**config.mk**
```make
export PLATFORM = sky130hd
export DESIGN_NAME = postfix_expression_evaluator
export DESIGN_NICKNAME = d
export VERILOG_FILES = /design/src/hw/rtl/pee_pkg.sv /design/src/hw/rtl/postfix_expression_evaluator.sv /design/src/hw/rtl/pee_front.sv /design/src/hw/rtl/pee_queue.sv /design/src/hw/rtl/pee_back.sv
export SDC_FILE = /design/constraint.sdc
export NUM_CORES = 1
export LEC_CHECK = 0
export ABC_AREA = 0
export BUFFER_PORTS_ARGS = -buffer_cell sky130_fd_sc_hd__buf_4
export CAP_MARGIN = 25
export CORE_MARGIN = 3
export CORE_UTILIZATION = 35
export DETAILED_ROUTE_END_ITERATION = 8
export PLACE_DENSITY = 0.58
export SETUP_SLACK_MARGIN = 0.4
export SLEW_MARGIN = 20
export SYNTH_ARGS = -nofsm -noshare
export SYNTH_HDL_FRONTEND = slang
export SYNTH_HIERARCHICAL = 1
export SYNTH_SLANG_ARGS = --single-unit
```
**constraint.sdc**
```tcl
create_clock -name i_clk -period 14.2 [get_ports i_clk]
set_input_delay 2.84 -clock i_clk [delete_from_list [all_inputs] [get_ports i_clk]]
set_output_delay 2.84 -clock i_clk [all_outputs]
set_load 0.01 [all_outputs]
```
**src/hw/rtl/pee_pkg.sv**
```systemverilog
// Package for the postfix expression evaluator.
// Holds the command format between front and back, status codes and character codes.
// No dependencies.
package pee_pkg;

    localparam int DEF_STACK_DEPTH = 16;
    localparam int QUEUE_DEPTH     = 2;

    localparam logic [7:0] CHR_ZERO  = 8'h30;  // '0'
    localparam logic [7:0] CHR_NINE  = 8'h39;  // '9'
    localparam logic [7:0] CHR_PLUS  = 8'h2B;  // '+'
    localparam logic [7:0] CHR_MINUS = 8'h2D;  // '-'
    localparam logic [7:0] CHR_STAR  = 8'h2A;  // '*'

    typedef enum logic [2:0] {
        OP_NONE,
        OP_PUSH,
        OP_ADD,
        OP_SUB,
        OP_MUL
    } t_op;

    typedef enum logic [1:0] {
        ST_OK,
        ST_OVERFLOW,
        ST_UNDERFLOW,
        ST_INCOMPLETE
    } t_status;

    typedef struct packed {
        t_op        op;
        logic [3:0] value;   // digit value for a push
        logic       last;    // final character of the expression
    } t_cmd;

endpackage

```
**src/hw/rtl/postfix_expression_evaluator.sv**
```systemverilog
// Postfix expression evaluator, top level.
// Depends on pee_pkg, pee_front, pee_queue, pee_back.
//
// Takes a postfix expression one character per transfer on the slave stream
// (tlast marks the final character) and gives one result per expression on
// the master stream. Digits '0'..'9' push their value, '+', '-' and '*' pop
// two operands and push (second op first) wrapped to 8 bits; every other
// character is ignored. Status: 0 ok, 1 overflow (push on a full stack),
// 2 underflow (operator with fewer than two operands, or empty stack at the
// end), 3 incomplete (operands left below the top). The first error freezes
// the stack until the end of the expression; on an error the answer is 0.
// After each result the stack is empty again, with no dead cycles.
// Throughput: one character per clock. A character is written into the
// two-entry queue at its transfer and executes on the stack at the next clock
// edge at the earliest; the result register loads at that same edge, so a
// result is valid once the final character has executed. The stack is a
// shift register with the top entry in a fixed place, so a push or a
// pop-pop-push completes as its character executes. The input keeps flowing
// while a result waits on the output, until the queue fills.
module postfix_expression_evaluator #(
    parameter int STACK_DEPTH = pee_pkg::DEF_STACK_DEPTH
) (
    input  logic        i_clk,
    input  logic        i_rst_n,
    input  logic        i_s_axis_tvalid,
    output logic        o_s_axis_tready,
    input  logic [7:0]  i_s_axis_tdata,   // [7:0] character
    input  logic        i_s_axis_tlast,   // last_char
    output logic        o_m_axis_tvalid,
    input  logic        i_m_axis_tready,
    output logic [15:0] o_m_axis_tdata    // [7:0] answer, [9:8] status, [15:10] zero
);
    import pee_pkg::*;

    // decoded command stream: front -> queue -> back
    t_cmd       w_fr_cmd;
    logic       w_fr_valid, w_fr_ready;
    t_cmd       w_bk_cmd;
    logic       w_bk_valid, w_bk_ready;
    logic [7:0] w_answer;
    logic [1:0] w_status;

    pee_front u_front (
        .i_s_valid   (i_s_axis_tvalid),
        .o_s_ready   (o_s_axis_tready),
        .i_char      (i_s_axis_tdata),
        .i_last      (i_s_axis_tlast),
        .o_cmd_valid (w_fr_valid),
        .i_cmd_ready (w_fr_ready),
        .o_cmd       (w_fr_cmd)
    );

    pee_queue #(
        .DEPTH (QUEUE_DEPTH)
    ) u_queue (
        .i_clk      (i_clk),
        .i_rst_n    (i_rst_n),
        .i_wr_valid (w_fr_valid),
        .o_wr_ready (w_fr_ready),
        .i_wr_cmd   (w_fr_cmd),
        .o_rd_valid (w_bk_valid),
        .i_rd_ready (w_bk_ready),
        .o_rd_cmd   (w_bk_cmd)
    );

    pee_back #(
        .STACK_DEPTH (STACK_DEPTH)
    ) u_back (
        .i_clk       (i_clk),
        .i_rst_n     (i_rst_n),
        .i_cmd_valid (w_bk_valid),
        .o_cmd_ready (w_bk_ready),
        .i_cmd       (w_bk_cmd),
        .o_res_valid (o_m_axis_tvalid),
        .i_res_ready (i_m_axis_tready),
        .o_answer    (w_answer),
        .o_status    (w_status)
    );

    assign o_m_axis_tdata = {6'b0, w_status, w_answer};

endmodule

```
**src/hw/rtl/pee_front.sv**
```systemverilog
// Front end: accepts characters and decodes them into stack commands.
// Depends on pee_pkg.
module pee_front (
    input  logic          i_s_valid,
    output logic          o_s_ready,
    input  logic [7:0]    i_char,
    input  logic          i_last,
    output logic          o_cmd_valid,
    input  logic          i_cmd_ready,
    output pee_pkg::t_cmd o_cmd
);
    import pee_pkg::*;

    t_op w_op;

    always_comb begin
        w_op = OP_NONE;
        if (i_char >= CHR_ZERO && i_char <= CHR_NINE) begin
            w_op = OP_PUSH;
        end else begin
            unique case (i_char)
                CHR_PLUS:  w_op = OP_ADD;
                CHR_MINUS: w_op = OP_SUB;
                CHR_STAR:  w_op = OP_MUL;
                default:   w_op = OP_NONE;
            endcase
        end
    end

    assign o_cmd.op    = w_op;
    assign o_cmd.value = 4'(i_char - CHR_ZERO);
    assign o_cmd.last  = i_last;

    assign o_cmd_valid = i_s_valid;
    assign o_s_ready   = i_cmd_ready;

endmodule

```
**src/hw/rtl/pee_queue.sv**
```systemverilog
// Short command queue between front end and back end.
// Depends on pee_pkg.
module pee_queue #(
    parameter int DEPTH = pee_pkg::QUEUE_DEPTH
) (
    input  logic          i_clk,
    input  logic          i_rst_n,
    input  logic          i_wr_valid,
    output logic          o_wr_ready,
    input  pee_pkg::t_cmd i_wr_cmd,
    output logic          o_rd_valid,
    input  logic          i_rd_ready,
    output pee_pkg::t_cmd o_rd_cmd
);
    import pee_pkg::*;

    localparam int AW = (DEPTH > 1) ? $clog2(DEPTH) : 1;
    localparam int CW = $clog2(DEPTH + 1);

    t_cmd          r_mem [DEPTH];
    logic [AW-1:0] r_wr_ptr, n_wr_ptr;
    logic [AW-1:0] r_rd_ptr, n_rd_ptr;
    logic [CW-1:0] r_cnt, n_cnt;
    logic          w_wr, w_rd;

    assign o_wr_ready = (r_cnt != CW'(DEPTH));
    assign o_rd_valid = (r_cnt != '0);
    assign o_rd_cmd   = r_mem[r_rd_ptr];
    assign w_wr       = i_wr_valid && o_wr_ready;
    assign w_rd       = o_rd_valid && i_rd_ready;

    always_comb begin
        n_wr_ptr = r_wr_ptr;
        n_rd_ptr = r_rd_ptr;
        n_cnt    = r_cnt;
        if (w_wr) begin
            n_wr_ptr = (r_wr_ptr == AW'(DEPTH - 1)) ? '0 : r_wr_ptr + AW'(1);
        end
        if (w_rd) begin
            n_rd_ptr = (r_rd_ptr == AW'(DEPTH - 1)) ? '0 : r_rd_ptr + AW'(1);
        end
        if (w_wr && !w_rd) begin
            n_cnt = r_cnt + CW'(1);
        end else if (w_rd && !w_wr) begin
            n_cnt = r_cnt - CW'(1);
        end
    end

    always_ff @(posedge i_clk) begin
        if (!i_rst_n) begin
            r_wr_ptr <= '0;
            r_rd_ptr <= '0;
            r_cnt    <= '0;
        end else begin
            r_wr_ptr <= n_wr_ptr;
            r_rd_ptr <= n_rd_ptr;
            r_cnt    <= n_cnt;
        end
    end

    always_ff @(posedge i_clk) begin
        if (w_wr) begin
            r_mem[r_wr_ptr] <= i_wr_cmd;
        end
    end

endmodule

```
**src/hw/rtl/pee_back.sv**
```systemverilog
// Back end: operand stack as a shift register, ALU, and result register.
// Depends on pee_pkg.
module pee_back #(
    parameter int STACK_DEPTH = pee_pkg::DEF_STACK_DEPTH
) (
    input  logic          i_clk,
    input  logic          i_rst_n,
    input  logic          i_cmd_valid,
    output logic          o_cmd_ready,
    input  pee_pkg::t_cmd i_cmd,
    output logic          o_res_valid,
    input  logic          i_res_ready,
    output logic [7:0]    o_answer,
    output logic [1:0]    o_status
);
    import pee_pkg::*;

    localparam int CW = $clog2(STACK_DEPTH + 1);

    // entry 0 is the top of stack
    logic [7:0]    r_stk [STACK_DEPTH];
    logic [7:0]    n_stk [STACK_DEPTH];
    logic [CW-1:0] r_count, n_count;
    t_status       r_err, n_err;
    logic          r_out_valid, n_out_valid;
    logic [7:0]    r_answer, n_answer;
    t_status       r_status, n_status;

    logic          w_exec;
    logic          w_push, w_alu;
    logic [7:0]    w_alu_res;
    logic [15:0]   w_prod;

    assign o_cmd_ready = !r_out_valid || i_res_ready;
    assign w_exec      = i_cmd_valid && o_cmd_ready;

    assign w_prod = 16'(r_stk[1]) * 16'(r_stk[0]);

    always_comb begin
        unique case (i_cmd.op)
            OP_ADD:  w_alu_res = r_stk[1] + r_stk[0];
            OP_SUB:  w_alu_res = r_stk[1] - r_stk[0];
            OP_MUL:  w_alu_res = w_prod[7:0];
            default: w_alu_res = r_stk[0];
        endcase
    end

    always_comb begin
        w_push  = 1'b0;
        w_alu   = 1'b0;
        n_err   = r_err;
        n_count = r_count;
        if (w_exec && r_err == ST_OK) begin
            case (i_cmd.op)
                OP_PUSH: begin
                    if (r_count >= CW'(STACK_DEPTH)) begin
                        n_err = ST_OVERFLOW;
                    end else begin
                        w_push  = 1'b1;
                        n_count = r_count + CW'(1);
                    end
                end
                OP_ADD, OP_SUB, OP_MUL: begin
                    if (r_count < CW'(2)) begin
                        n_err = ST_UNDERFLOW;
                    end else begin
                        w_alu   = 1'b1;
                        n_count = r_count - CW'(1);
                    end
                end
                default: ;
            endcase
        end
    end

    always_comb begin
        n_stk[0] = w_push ? {4'b0, i_cmd.value} : (w_alu ? w_alu_res : r_stk[0]);
        for (int i = 1; i < STACK_DEPTH - 1; i++) begin
            n_stk[i] = w_push ? r_stk[i-1] : (w_alu ? r_stk[i+1] : r_stk[i]);
        end
        n_stk[STACK_DEPTH-1] = w_push ? r_stk[STACK_DEPTH-2] : r_stk[STACK_DEPTH-1];
    end

    // end of expression: report from the state after this character
    always_comb begin
        n_out_valid = r_out_valid && !i_res_ready;
        n_answer    = r_answer;
        n_status    = r_status;
        if (w_exec && i_cmd.last) begin
            n_out_valid = 1'b1;
            if (n_err != ST_OK) begin
                n_answer = '0;
                n_status = n_err;
            end else if (n_count == '0) begin
                n_answer = '0;
                n_status = ST_UNDERFLOW;
            end else begin
                n_answer = n_stk[0];
                n_status = (n_count != CW'(1)) ? ST_INCOMPLETE : ST_OK;
            end
        end
    end

    always_ff @(posedge i_clk) begin
        if (!i_rst_n) begin
            r_count     <= '0;
            r_err       <= ST_OK;
            r_out_valid <= 1'b0;
        end else begin
            r_out_valid <= n_out_valid;
            if (w_exec && i_cmd.last) begin
                r_count <= '0;
                r_err   <= ST_OK;
            end else begin
                r_count <= n_count;
                r_err   <= n_err;
            end
        end
    end

    always_ff @(posedge i_clk) begin
        r_stk    <= n_stk;
        r_answer <= n_answer;
        r_status <= n_status;
    end

    assign o_res_valid = r_out_valid;
    assign o_answer    = r_answer;
    assign o_status    = r_status;

    a_count_bound: assert property (@(posedge i_clk) disable iff (!i_rst_n)
        r_count <= CW'(STACK_DEPTH))
        else $error("stack count above depth");

    a_end_clears: assert property (@(posedge i_clk) disable iff (!i_rst_n)
        (w_exec && i_cmd.last) |=> (r_count == '0 && r_err == ST_OK && r_out_valid))
        else $error("end of expression did not clear stack or post result");

    a_err_code: assert property (@(posedge i_clk) disable iff (!i_rst_n)
        r_err != ST_INCOMPLETE)
        else $error("sticky error holds incomplete code");

    a_err_answer: assert property (@(posedge i_clk) disable iff (!i_rst_n)
        (r_out_valid && (r_status == ST_OVERFLOW || r_status == ST_UNDERFLOW))
            |-> (r_answer == '0))
        else $error("error result carries nonzero answer");

    a_err_blocks: assert property (@(posedge i_clk) disable iff (!i_rst_n)
        (r_err != ST_OK && !(w_exec && i_cmd.last)) |=> ($stable(r_count)))
        else $error("stack moved after an error");

endmodule

```
==> results of run 1 <==
[cell families after synthesis]
kind of cell / after synthesis
AO/OA/AOI/OAI: 73
XOR/XNOR: 29
adder cells (fa/ha/maj): 41
buffers and inverters: 88
flip-flops: 167
multiplexers: 10
other: 1
AND/OR/NAND/NOR: 455
[sequential cells by signal (all words and copies together) (netlist names), named ones only]
name                flops
u_queue/r_wr_ptr        1
u_back/r_count          5
u_back/r_err            2
u_queue/r_cnt           2
u_back/o_answer         8
u_back/o_res_valid      1
u_back/o_status         2
u_queue/r_mem          16
u_queue/r_rd_ptr        1
u_back/r_stk          128
[power by group]
part	total, mW	switching, mW	internal, mW
Clock	0.437	0.207	0.231
Sequential	0.692	0.0522	0.640
Combinational	0.591	0.351	0.240
[layer usage]
metal | vias to the layer above | global-route usage | part of all wire
met5 | - | 0 | 0
met4 | 0 | 0.0427 | 0.014
met3 | 22 | 0.0308 | 0.044
met2 | 113 | 0.192 | 0.45
met1 | 2769 | 0.186 | 0.50
li1 | 2870 | - | -
[Yosys cell counts, drive strengths merged (2+ instances only)]
library cell and instances:
a21boi 2, a21o 4, a21oi 12, a31oi 4, and2 11, and3 5, buf 17, clkbuf 29
dfxtp 21, edfxtp 146, fa 13, ha 28, inv 42, mux2 9, nand2 360, nand2b 6
nand3 3, nor2 29, nor2b 11, nor3 9, nor3b 5, nor4 3, o211ai 4, o21a 2
o21ai 27, o21bai 2, o22ai 2, or2 3, or3 2, xnor2 21, xnor3 2, xor2 6
[path summary, 6_finish.rpt]
path	to	slack [ns]	start
setup / recovery	u_back/r_stk[118]	8.63	i_m_axis_tready
hold / removal	u_back/r_stk[0]	0.45	u_back/r_stk[8]
setup reg to reg	u_back/o_answer[7]	9.50	u_back/r_stk[124]
hold reg to reg	u_back/r_stk[0]	0.45	u_back/r_stk[8]
[layout make-up]
class / instances / area [um^2] / share of cell area
flip-flops and latches: 167 / 4800 / 0.502
multi-input cells: 614 / 3420 / 0.357
clock buffers: 17 / 425 / 0.0444
well taps: 319 / 399 / 0.0417
repair buffers: 28 / 223 / 0.0233
inverters: 42 / 163 / 0.0170
clock inverters: 15 / 139 / 0.0145
[per-stage QoR]
step,instances,hold slack [ns]
floorplan,869,0.426
global placement,1169,0.433
detailed placement,1170,0.434
CTS,1202,0.453
global route,1202,0.466
finish,1202,0.453
[layout by cell type (no fill, tap or decap), types with 2 or more instances in the layout]
cell type / instances
a31oi_1: 4
xnor2_1: 20
o211ai_1: 3
nor3_1: 9
o21ai_0: 26
xnor3_1: 2
nor3b_1: 5
nand2_1: 359
nor2b_1: 11
and2_1: 11
dfxtp_1: 21
nand2b_1: 5
nand3_1: 3
inv_4: 2
inv_6: 6
conb_1: 6
o22ai_1: 2
and3_1: 4
a21oi_1: 12
o21a_1: 2
inv_1: 40
or2_2: 3
clkinvlp_4: 4
nor2_1: 29
clkbuf_16: 17
buf_4: 27
or3_1: 2
ha_1: 28
nor4_1: 3
fa_1: 13
a21o_1: 4
edfxtp_1: 146
xor2_1: 6
mux2_2: 9
o21bai_1: 2
clkinv_8: 2
[critical path: stages]
cell and delay (ns):
buf_4 0.08, nor2b_1 0.09, a2111oi_4 0.50, and2_1 0.58, nor2_1 0.23, inv_4 0.53, buf_4 0.73
==> metrics.csv, run 1 <==
stage,metric,value,unit
synth,sequential share of the synthesized area,0.560,
pwr,maximum VDD drop,0.0835,mV
sta,min Tclk post-route,5.57,ns
critical_path,Worst Path Required,14.26,ns
clock_tree,total CTS buffers,17,
place,Setup WS pre-CTS,8.17,ns
layout,Area Growth Syn to Fin,11.5,%
grt,first-pass GRT wire length,27600,um
synth,simple logic cell fraction of the synthesized area,0.220,
clock_tree,post-CTS setup buffers,0,
sta,unrepaired setup endpoints after global routing,no,
synth,dominant combinational cell family by area after synthesis,simple AND/OR/NAND/NOR gates,
grt,initial antenna violation count,0,
floorplanning,Die Ht,163,um
sta,maximum clock frequency,0.179,GHz
sta,Max transition margin,0.467,
layout,final instance area,0.00957,mm^2
sta,setup violators final,0,
clock_tree,clock sinks,167,
routing,total iterations of the first detailed-routing run,5,
synth,Cells after Synth,864,
synth,Synth Area in Adders,0.0711,
clock_tree,CTS tree,yes,
routing,WL/cell,13.7,um
grt,grt ovf,0,
routing,DRT iter0 DRCs,515,
routing,vias per cell,4.80,
place,Area after DPL,0.00901,mm^2
sta,Max Slew Vio Count,0,
pwr,Cell Pwr Density,180,mW/mm^2
critical_path,kind of critical path,input port to flop,
synth,"Distinct cells, synth",64,
clock_tree,CTS Root Cell,clkbuf_16,
critical_path,crit end category,flop,
layout,antenna diode count,0,
layout,Layout Utilization,0.402,
grt,vias in the first global route,5544,
synth,"Async S/R FF share, synth",0,
place,gpl congestion,0.819,
routing,Final ANT Viol Nets,0,
floorplanning,die area,0.0265,mm^2
synth,post-synthesis mux area share,0.0130,
sta,worst setup margin,8.63,ns
pwr,total power,1.72,mW
clock_tree,post-CTS resize count,0,
critical_path,CP arrival,5.63,ns
sta,TNS Setup,0,ns
synth,Mapped Area,0.00859,mm^2
layout,Post-layout nets,924,
pwr,Lkg Pwr,3.93,nW
clock_tree,CTS clock-pin slew for the worst setup and hold paths,0.07,ns
floorplanning,Die W,163,um
synth,Yosys top cell by area,edfxtp_1,
floorplanning,# IOs,31,
floorplanning,placeable core region,0.0238,mm^2
grt,GRT Total Usage,0.129,
routing,DRC,0,
synth,YS warnings,6,
routing,vias post-DR,5774,
job,max-cap violations,0,
sta,Clock Skew,0.0124,ns
critical_path,crit path max fanout,60,
synth,Seq cells post-synth,167,
sta,Final Hold Viols,0,
floorplanning,num rows,56,
routing,final wirelength,16500,um
layout,fraction of layout instances using a drive strength above 1,0.0929,
clock_tree,clock tree buffer depth,2,
clock_tree,worst skew pair latency,0.43,ns
grt,largest net degree at the start of global routing,80,
hold_path,Hold Path Cell Cnt,0,
critical_path,Worst Reg-to-Reg Cells,15,
synth,complex-gate fraction of the synthesized area,0.0568,
synth,syn avg cell area,9.94,um^2
synth,top cell type's share of synthesized area,0.511,
place,Port Buffers,24,
clock_tree,CTS Hold Bufs,0,
critical_path,critical path startpoint category,input port,
synth,xor and xnor fraction of the mapped netlist area,0.0337,
hold_path,path category of the worst min-delay check,flop to flop,
run_status,status,completed,
sta,Worst-Margin Slew,0.789,ns
synth,Post-synth EDFFs,146,
clock_tree,Max H-tree Level,4,
sta,Tcrit/Tclk final,0.393,
place,placed wire-length estimate,10700,um
layout,FILL cells,2387,
floorplanning,Starting Density,0.360,
synth,ys flop type,edfxtp_1,
synth,Area contributors post-synth,"edfxtp_1, nand2_1, dfxtp_1",
Note: power is estimated with default switching activity, not from simulation.
==> run 2: changes to the inputs <==
--- a/config.mk
+++ b/config.mk
@@ -5,7 +5,7 @@
 export SDC_FILE = /design/constraint.sdc
 export NUM_CORES = 1
 export LEC_CHECK = 0
-export ABC_AREA = 0
+export ABC_AREA = 1
 export BUFFER_PORTS_ARGS = -buffer_cell sky130_fd_sc_hd__buf_4
 export CAP_MARGIN = 25
 export CORE_MARGIN = 3
==> constraint.sdc (replaced) <==
create_clock -name i_clk -period 5.46 [get_ports i_clk]
set_input_delay 1.092 -clock i_clk [delete_from_list [all_inputs] [get_ports i_clk]]
set_output_delay 1.092 -clock i_clk [all_outputs]
set_load 0.01 [all_outputs]
==> run 2 against run 1 <==
Net effect: die area grew 3.8%; sequential power grew to 3.4 times the previous value; sequential share of layout area shrank 1.9 points; clock power grew to 2.9 times the previous value; wire length grew 5.5%; power grew to 3.8 times the previous value; critical path depth grew 14; worst setup slack lost 7.4 ns; design area grew 3.8%; combinational power grew to 5.1 times the previous value; non-clock buffer count is the same; register-to-register slack lost 8.3 ns; highest routed layer unchanged.
==> metrics.csv, run 2 <==
stage,metric,value,unit,change
sta,Max Slew Vio Count,0,,unchanged
hold_path,path category of the worst min-delay check,flop to flop,,unchanged
critical_path,CP bufs+invs,4,,was 3
clock_tree,clock tree buffer depth,2,,unchanged
run_status,status,completed,,unchanged
critical_path,CP cell instances,nand2_1 > fa_1 > fa_1 > inv_1 > fa_1 > inv_1 > fa_1 > inv_1 > ha_1 > nand3_1 > nand3_1 > nand2_1 > nand2_1 > nand2_1 > inv_1 > nor2_1 > nand3_1 > nand3_1 > nand3_1 > nand2_1 > nor2_1,,was buf_4 > nor2b_1 > a2111oi_4 > and2_1 > nor2_1 > inv_4 > buf_4
critical_path,kind of critical path,flop to flop,,was input port to flop
clock_tree,CTS tree,yes,,unchanged
pwr,maximum VDD drop,0.296,mV,was 0.0835 mV
routing,DRC,0,,unchanged
synth,Area contributors post-synth,"edfxtp_1, nand2_1, inv_1",,"was edfxtp_1, nand2_1, dfxtp_1"
sta,Tcrit/Tclk final,0.784,,
synth,simple logic cell fraction of the synthesized area,0.241,,was 0.220
layout,Post-layout nets,1075,,was 924
layout,FILL cells,2527,,"was 2,387"
floorplanning,Die W,166,um,was 163 um
synth,"Async S/R FF share, synth",0,,unchanged
synth,Seq cells post-synth,167,,unchanged
floorplanning,# IOs,31,,unchanged
clock_tree,Max H-tree Level,4,,unchanged
grt,initial antenna violation count,0,,unchanged
layout,Layout Utilization,0.403,,was 0.402
sta,Clock Skew,0.0121,ns,was 0.0124 ns
routing,Final ANT Viol Nets,0,,unchanged
sta,Final Hold Viols,0,,unchanged
place,Area after DPL,0.00932,mm^2,was 0.00901 mm^2
grt,vias in the first global route,5882,,"was 5,544"
sta,maximum clock frequency,0.234,GHz,
clock_tree,CTS Hold Bufs,0,,unchanged
pwr,Gate power share,0.459,,was 0.343
layout,max FFs per register,128,,unchanged
critical_path,crit end category,flop,,unchanged
pwr,Lkg Pwr,4.62,nW,was 3.93 nW
place,Port Buffers,24,,unchanged
critical_path,worst r2r dst,u_back/o_answer[7],,unchanged
sta,setup violators final,0,,unchanged
place,gpl congestion,0.878,,was 0.819
synth,ys flop type,edfxtp_1,,unchanged
clock_tree,worst skew pair latency,0.43,ns,about the same
pwr,total power,6.61,mW,was 1.72 mW
floorplanning,num rows,57,,was 56
synth,post-synthesis mux area share,0.0101,,was 0.0130
synth,Yosys top cell by area,edfxtp_1,,unchanged
floorplanning,die area,0.0274,mm^2,was 0.0265 mm^2
synth,xor and xnor fraction of the mapped netlist area,0.0137,,was 0.0337
pwr,clock power share,0.191,,was 0.254
sta,min Tclk post-route,4.28,ns,
sta,Max transition margin,0.366,,was 0.467
critical_path,crit path max fanout,12,,was 60
grt,GRT Total Usage,0.127,,was 0.129
clock_tree,post-CTS resize count,0,,unchanged
synth,Cells after Synth,1016,,was 864
critical_path,reg2reg start,u_back/r_stk[122],,was u_back/r_stk[124]
hold_path,Hold Path Cell Cnt,0,,unchanged
routing,final wirelength,17400,um,"was 16,500 um"
layout,final instance area,0.00994,mm^2,was 0.00957 mm^2
critical_path,R2R Setup Slk,1.18,ns,was 9.50 ns
synth,sequential share of the synthesized area,0.538,,was 0.560
pwr,switching power share of the total,0.417,,was 0.354
routing,WL/cell,12.8,um,was 13.7 um
layout,Area Growth Syn to Fin,11.4,%,was 11.5%
synth,Post-synth EDFFs,146,,unchanged
grt,largest net degree at the start of global routing,95,,was 80
clock_tree,clock sinks,167,,unchanged
pwr,Psw,2.75,mW,was 0.610 mW
floorplanning,placeable core region,0.0247,mm^2,was 0.0238 mm^2
synth,top cell type's share of synthesized area,0.491,,was 0.511
synth,complex-gate fraction of the synthesized area,0.0443,,was 0.0568
critical_path,Worst Reg-to-Reg Cells,21,,was 15
synth,most frequent cell after synthesis,nand2_1,,unchanged
layout,most frequent cells in the layout,"nand2_1, edfxtp_1, inv_1, nor2_1, o21ai_0",,"was nand2_1, edfxtp_1, inv_1, nor2_1, ha_1"
clock_tree,CTS clock-pin slew for the worst setup and hold paths,0.07,ns,about the same
pwr,Cell Pwr Density,665,mW/mm^2,was 180 mW/mm^2
routing,DRT iter0 DRCs,454,,was 515
synth,Synth Area in Adders,0.0684,,was 0.0711
layout,largest reg by FF count,u_back/r_stk,,unchanged
grt,first-pass GRT wire length,28900,um,"was 27,600 um"
layout,antenna diode count,0,,unchanged
critical_path,CP max stage cell,dfxtp_1,,was buf_4
floorplanning,Die Ht,166,um,was 163 um
pwr,Reg power frac,0.350,,was 0.402
synth,dominant combinational cell family by area after synthesis,simple AND/OR/NAND/NOR gates,,unchanged
routing,vias post-DR,6334,,"was 5,774"
hold_path,hold_sp,u_back/r_stk[9],,was u_back/r_stk[8]
synth,synth cell count leaders,"nand2_1, edfxtp_1, inv_1",,unchanged
synth,syn avg cell area,8.78,um^2,was 9.94 um^2
synth,"Distinct cells, synth",40,,was 64
place,Placed Cells,1326,,"was 1,170"
sta,TNS Setup,0,ns,unchanged
critical_path,critical path startpoint category,flop,,was input port
sta,Worst-Margin Slew,0.951,ns,was 0.789 ns
clock_tree,CTS Root Cell,clkbuf_16,,unchanged
routing,total iterations of the first detailed-routing run,5,,unchanged
place,placed wire-length estimate,11500,um,"was 10,700 um"
routing,vias per cell,4.66,,was 4.80
clock_tree,total CTS buffers,17,,unchanged
floorplanning,Starting Density,0.362,,was 0.360
layout,"commonest non-fill, non-tap cell in the layout",nand2_1,,unchanged
hold_path,Hold Path Sink,u_back/r_stk[1],,was u_back/r_stk[0]
critical_path,CP peak stage delay,0.58,ns,was 0.73 ns
grt,grt ovf,0,,unchanged
pwr,Cell Int Power,3.86,mW,was 1.11 mW
critical_path,CP arrival,4.46,ns,was 5.63 ns
layout,fin cells,1358,,"was 1,202"
layout,fraction of layout instances using a drive strength above 1,0.0899,,was 0.0929
critical_path,Top delay family on crit path,adder cells,,was buffers and inverters
synth,Mapped Area,0.00892,mm^2,was 0.00859 mm^2
sta,unrepaired setup endpoints after global routing,no,,unchanged
job,max-cap violations,0,,unchanged
synth,YS warnings,6,,unchanged
clock_tree,post-CTS setup buffers,0,,unchanged
critical_path,Worst Path Required,5.64,ns,was 14.26 ns
-- run 2: changes by cell type after synthesis, sizes merged, moves of 9 or more --
cell    previous run  this run
and2              11         2
buf               17        34
clkbuf            29        13
inv               42       125
nand2            360       441
nand3              3        31
nor2              29        54
nor2b             11         0
o21ai             27        45
xnor2             21         2
-- run 2: power groups by stage --
stage | Clock [mW] | Combinational (mW) | Sequential, mW
floorplan | 0 | 2.38 | 2.27
global placement | 0 | 2.99 | 2.34
detailed placement | 0 | 3.05 | 2.34
CTS | 1.29 | 3.07 | 2.32
global route | 1.34 | 3.54 | 2.37
finish | 1.26 | 3.03 | 2.32
-- run 2: cell type report --
class                           instances  area [um^2]  area share
Sequential cell                       167         4800       0.483
Multi-Input combinational cell        681         3410       0.343
Clock buffer                           23          522      0.0525
Inverter                              126          475      0.0478
Tap cell                              324          405      0.0408
Timing Repair Buffer                   28          223      0.0224
Clock inverter                          9          103      0.0103
-- run 2: through the flow --
step | worst slack (ns) | hold WS, ns
floorplan | 0.787 | 0.427
global placement | 1.25 | 0.435
detailed placement | 1.19 | 0.440
CTS | 1.18 | 0.460
global route | 0.831 | 0.469
finish | 1.18 | 0.457
-- run 2: cell families (layout without fill, tap and decap cells) --
family	count (synthesis)	in the layout
other cells	1	6
fa+ha+maj	41	41
mux	8	8
simple gates	539	539
compound gates	73	73
buf+inv	173	186
xor+xnor	14	14
flops	167	167
-- run 2: how the worst max path moves through the flow --
| stage | start | end | slack (ns) | cells after the start |
|---|---|---|---|---|
| 2_1_floorplan | i_m_axis_tready | u_back/o_answer[3] | 0.79 | 10 |
| 3_3_place_gp | u_back/r_stk[113] | u_back/o_answer[7] | 1.25 | 21 |
| 3_5_place_dp | u_back/r_stk[122] | u_back/o_answer[7] | 1.19 | 21 |
| 4_1_cts | u_back/r_stk[122] | u_back/o_answer[7] | 1.18 | 21 |
| 5_1_grt | u_back/r_stk[122] | u_back/o_answer[7] | 0.83 | 21 |
| 6_report | u_back/r_stk[122] | u_back/o_answer[7] | 1.18 | 21 |
-- run 2: per-layer routing --
layer / global-route usage / share of wire / vias up
met4: 0.0416 / 0.0097 / 0
li1: - / - / 3206
met2: 0.195 / 0.46 / 92
met5: 0 / 0 / -
met3: 0.0274 / 0.035 / 12
met1: 0.180 / 0.50 / 3024
==> run 3: changes to the inputs <==
--- a/config.mk
+++ b/config.mk
@@ -11,7 +11,7 @@
 export CORE_MARGIN = 3
 export CORE_UTILIZATION = 35
 export DETAILED_ROUTE_END_ITERATION = 8
-export PLACE_DENSITY = 0.58
+export PLACE_DENSITY = 0.6
 export SETUP_SLACK_MARGIN = 0.4
 export SLEW_MARGIN = 20
 export SYNTH_ARGS = -nofsm -noshare
==> constraint.sdc (replaced) <==
create_clock -name i_clk -period 3.85 [get_ports i_clk]
set_input_delay 0.77 -clock i_clk [delete_from_list [all_inputs] [get_ports i_clk]]
set_output_delay 0.77 -clock i_clk [all_outputs]
set_load 0.01 [all_outputs]
==> run 3 against run 2 <==
Net effect: cell count up 2.4%; clock skew up 0.0094 ns; core utilization up 1.7 points; clock-buffer cell count down 6; first-iteration DRC count unchanged; worst setup slack worse by 1.1 ns; flip-flop and latch count unchanged; die area unchanged; wire length up 0.17%; design area up 4.3%; non-clock buffer count up 32.
==> metrics.csv, run 3 (same netlist as run 2, synthesis figures left out) <==
stage,metric,value,unit,change
floorplanning,placeable core region,0.0247,mm^2,unchanged
clock_tree,CTS Root Cell,clkbuf_16,,unchanged
clock_tree,worst skew pair latency,0.44,ns,was 0.43 ns
layout,fraction of layout instances using a drive strength above 1,0.154,,was 0.0899
clock_tree,CTS tree,yes,,unchanged
critical_path,Worst Path Required,4.05,ns,was 5.64 ns
critical_path,CP arrival,4.01,ns,was 4.46 ns
routing,Final ANT Viol Nets,0,,unchanged
place,Area after DPL,0.00955,mm^2,was 0.00932 mm^2
clock_tree,clock sinks,167,,unchanged
sta,Max transition margin,0.404,,was 0.366
grt,first-pass GRT wire length,29200,um,"was 28,900 um"
routing,DRC,0,,unchanged
hold_path,hold_sp,u_back/r_stk[14],,was u_back/r_stk[9]
job,max-cap violations,0,,unchanged
layout,most frequent cells in the layout,"nand2_1, edfxtp_1, inv_1, buf_4, nor2_1",,"was nand2_1, edfxtp_1, inv_1, nor2_1, o21ai_0"
floorplanning,Die W,166,um,unchanged
layout,antenna diode count,0,,unchanged
floorplanning,die area,0.0274,mm^2,unchanged
critical_path,reg2reg start,u_back/r_stk[114],,was u_back/r_stk[122]
grt,GRT Total Usage,0.127,,about the same
routing,total iterations of the first detailed-routing run,5,,unchanged
place,Setup WS pre-CTS,0.00418,ns,was 1.19 ns
layout,largest reg by FF count,u_back/r_stk,,unchanged
floorplanning,# IOs,31,,unchanged
floorplanning,Die Ht,166,um,unchanged
sta,min Tclk post-route,3.81,ns,was 4.28 ns
routing,vias per cell,4.56,,was 4.66
place,placed wire-length estimate,11900,um,"was 11,500 um"
place,gpl congestion,0.854,,was 0.878
grt,grt ovf,0,,unchanged
routing,WL/cell,12.5,um,was 12.8 um
grt,vias in the first global route,5994,,"was 5,882"
routing,DRT iter0 DRCs,454,,unchanged
sta,TNS Setup,0,ns,unchanged
critical_path,crit path max fanout,4,,was 12
hold_path,Hold Path Sink,u_back/r_stk[6],,was u_back/r_stk[1]
run_status,status,completed,,unchanged
critical_path,worst r2r dst,u_back/o_answer[7],,unchanged
clock_tree,total CTS buffers,17,,unchanged
sta,setup violators final,0,,unchanged
layout,max FFs per register,128,,unchanged
place,Port Buffers,24,,unchanged
critical_path,critical path startpoint category,flop,,unchanged
critical_path,R2R Setup Slk,0.04,ns,was 1.18 ns
routing,vias post-DR,6345,,"was 6,334"
critical_path,crit end category,flop,,unchanged
sta,Worst-Margin Slew,0.891,ns,was 0.951 ns
critical_path,kind of critical path,flop to flop,,unchanged
critical_path,Setup crit start,u_back/r_stk[114],,was u_back/r_stk[122]
sta,Clock Skew,0.0215,ns,was 0.0121 ns
floorplanning,num rows,57,,unchanged
layout,Area Growth Syn to Fin,16.2,%,was 11.4%
layout,final instance area,0.0104,mm^2,was 0.00994 mm^2
hold_path,Hold Path Cell Cnt,0,,unchanged
grt,initial antenna violation count,0,,unchanged
clock_tree,CTS clock-pin slew for the worst setup and hold paths,0.07,ns,about the same
sta,Max Slew Vio Count,0,,unchanged
floorplanning,Starting Density,0.362,,unchanged
routing,final wirelength,17400,um,about the same
clock_tree,Max H-tree Level,4,,unchanged
layout,Post-layout nets,1107,,"was 1,075"
grt,largest net degree at the start of global routing,59,,was 95
sta,maximum clock frequency,0.262,GHz,was 0.234 GHz
critical_path,Worst Reg-to-Reg Cells,20,,was 21
sta,worst setup margin,0.0358,ns,was 1.18 ns
sta,Final Hold Viols,0,,unchanged
layout,"commonest non-fill, non-tap cell in the layout",nand2_1,,unchanged
layout,Layout Utilization,0.420,,was 0.403
sta,Tcrit/Tclk final,0.991,,was 0.784
hold_path,path category of the worst min-delay check,flop to flop,,unchanged
clock_tree,clock tree buffer depth,2,,unchanged
sta,unrepaired setup endpoints after global routing,yes,,was no
[run 3: what timing repair did]
| item | CTS | global route |
|---|---|---|
| pin swaps | 1 | 7 |
| setup buffers | 4 | 5 |
| setup endpoints to repair | 5 | 10 |
| hold endpoints to repair | 0 | 0 |
| gates resized for setup | 6 | 34 |
| hold buffers | 0 | 0 |
[run 3: cell type report]
cell class              instances  area, um^2
flip-flops and latches        167        4810
multi-input cells             681        3560
fillers                      2487       14300
well taps                     324         405
inverters                     126         477
clock inverters                15         189
clock buffers                  17         425
repair buffers                 60         494
[run 3: per-layer routing]
| layer | global-route usage | wire length, um | share of wire |
|---|---|---|---|
| met1 | 0.182 | 8780 | 0.50 |
| met2 | 0.197 | 7950 | 0.46 |
| met3 | 0.0279 | 568 | 0.033 |
| met4 | 0.0333 | 123 | 0.0071 |
| met5 | 0 | 0 | 0 |
[run 3: worst max path at each step]
stage,to,slack (ns)
after floorplan,u_back/o_answer[7],0.17
after global placement,u_back/o_answer[7],0.07
after detailed placement,u_back/o_answer[7],0.004
after CTS,u_back/o_answer[7],0.05
after global routing,u_back/o_answer[7],-0.12
final,u_back/o_answer[7],0.04
[run 3: through the flow]
stage / hold slack [ns] / cells
floorplan: 0.427 / 1021
global placement: 0.432 / 1349
detailed placement: 0.433 / 1349
CTS: 0.451 / 1385
global route: 0.465 / 1390
finish: 0.453 / 1390
[run 3: critical path, cell delays in order (launching register included)]
cell and delay [ns]:
edfxtp_1 0.45, nand2_2 0.08, fa_2 0.36, fa_1 0.48
inv_1 0.05, fa_1 0.49, inv_1 0.05, fa_1 0.49
inv_2 0.05, ha_4 0.28, nand3_2 0.10, nand4_1 0.10
nand2_2 0.07, nor2_2 0.13, nor2_4 0.06, inv_1 0.05
nand2_1 0.04, nand3_1 0.08, nand3_1 0.07, nand2_1 0.08
nor2_1 0.04
Power of run 3 is left out: the tool's default activity adds up to more than one toggle a clock period on the data nets, which glitch-free logic cannot reach.
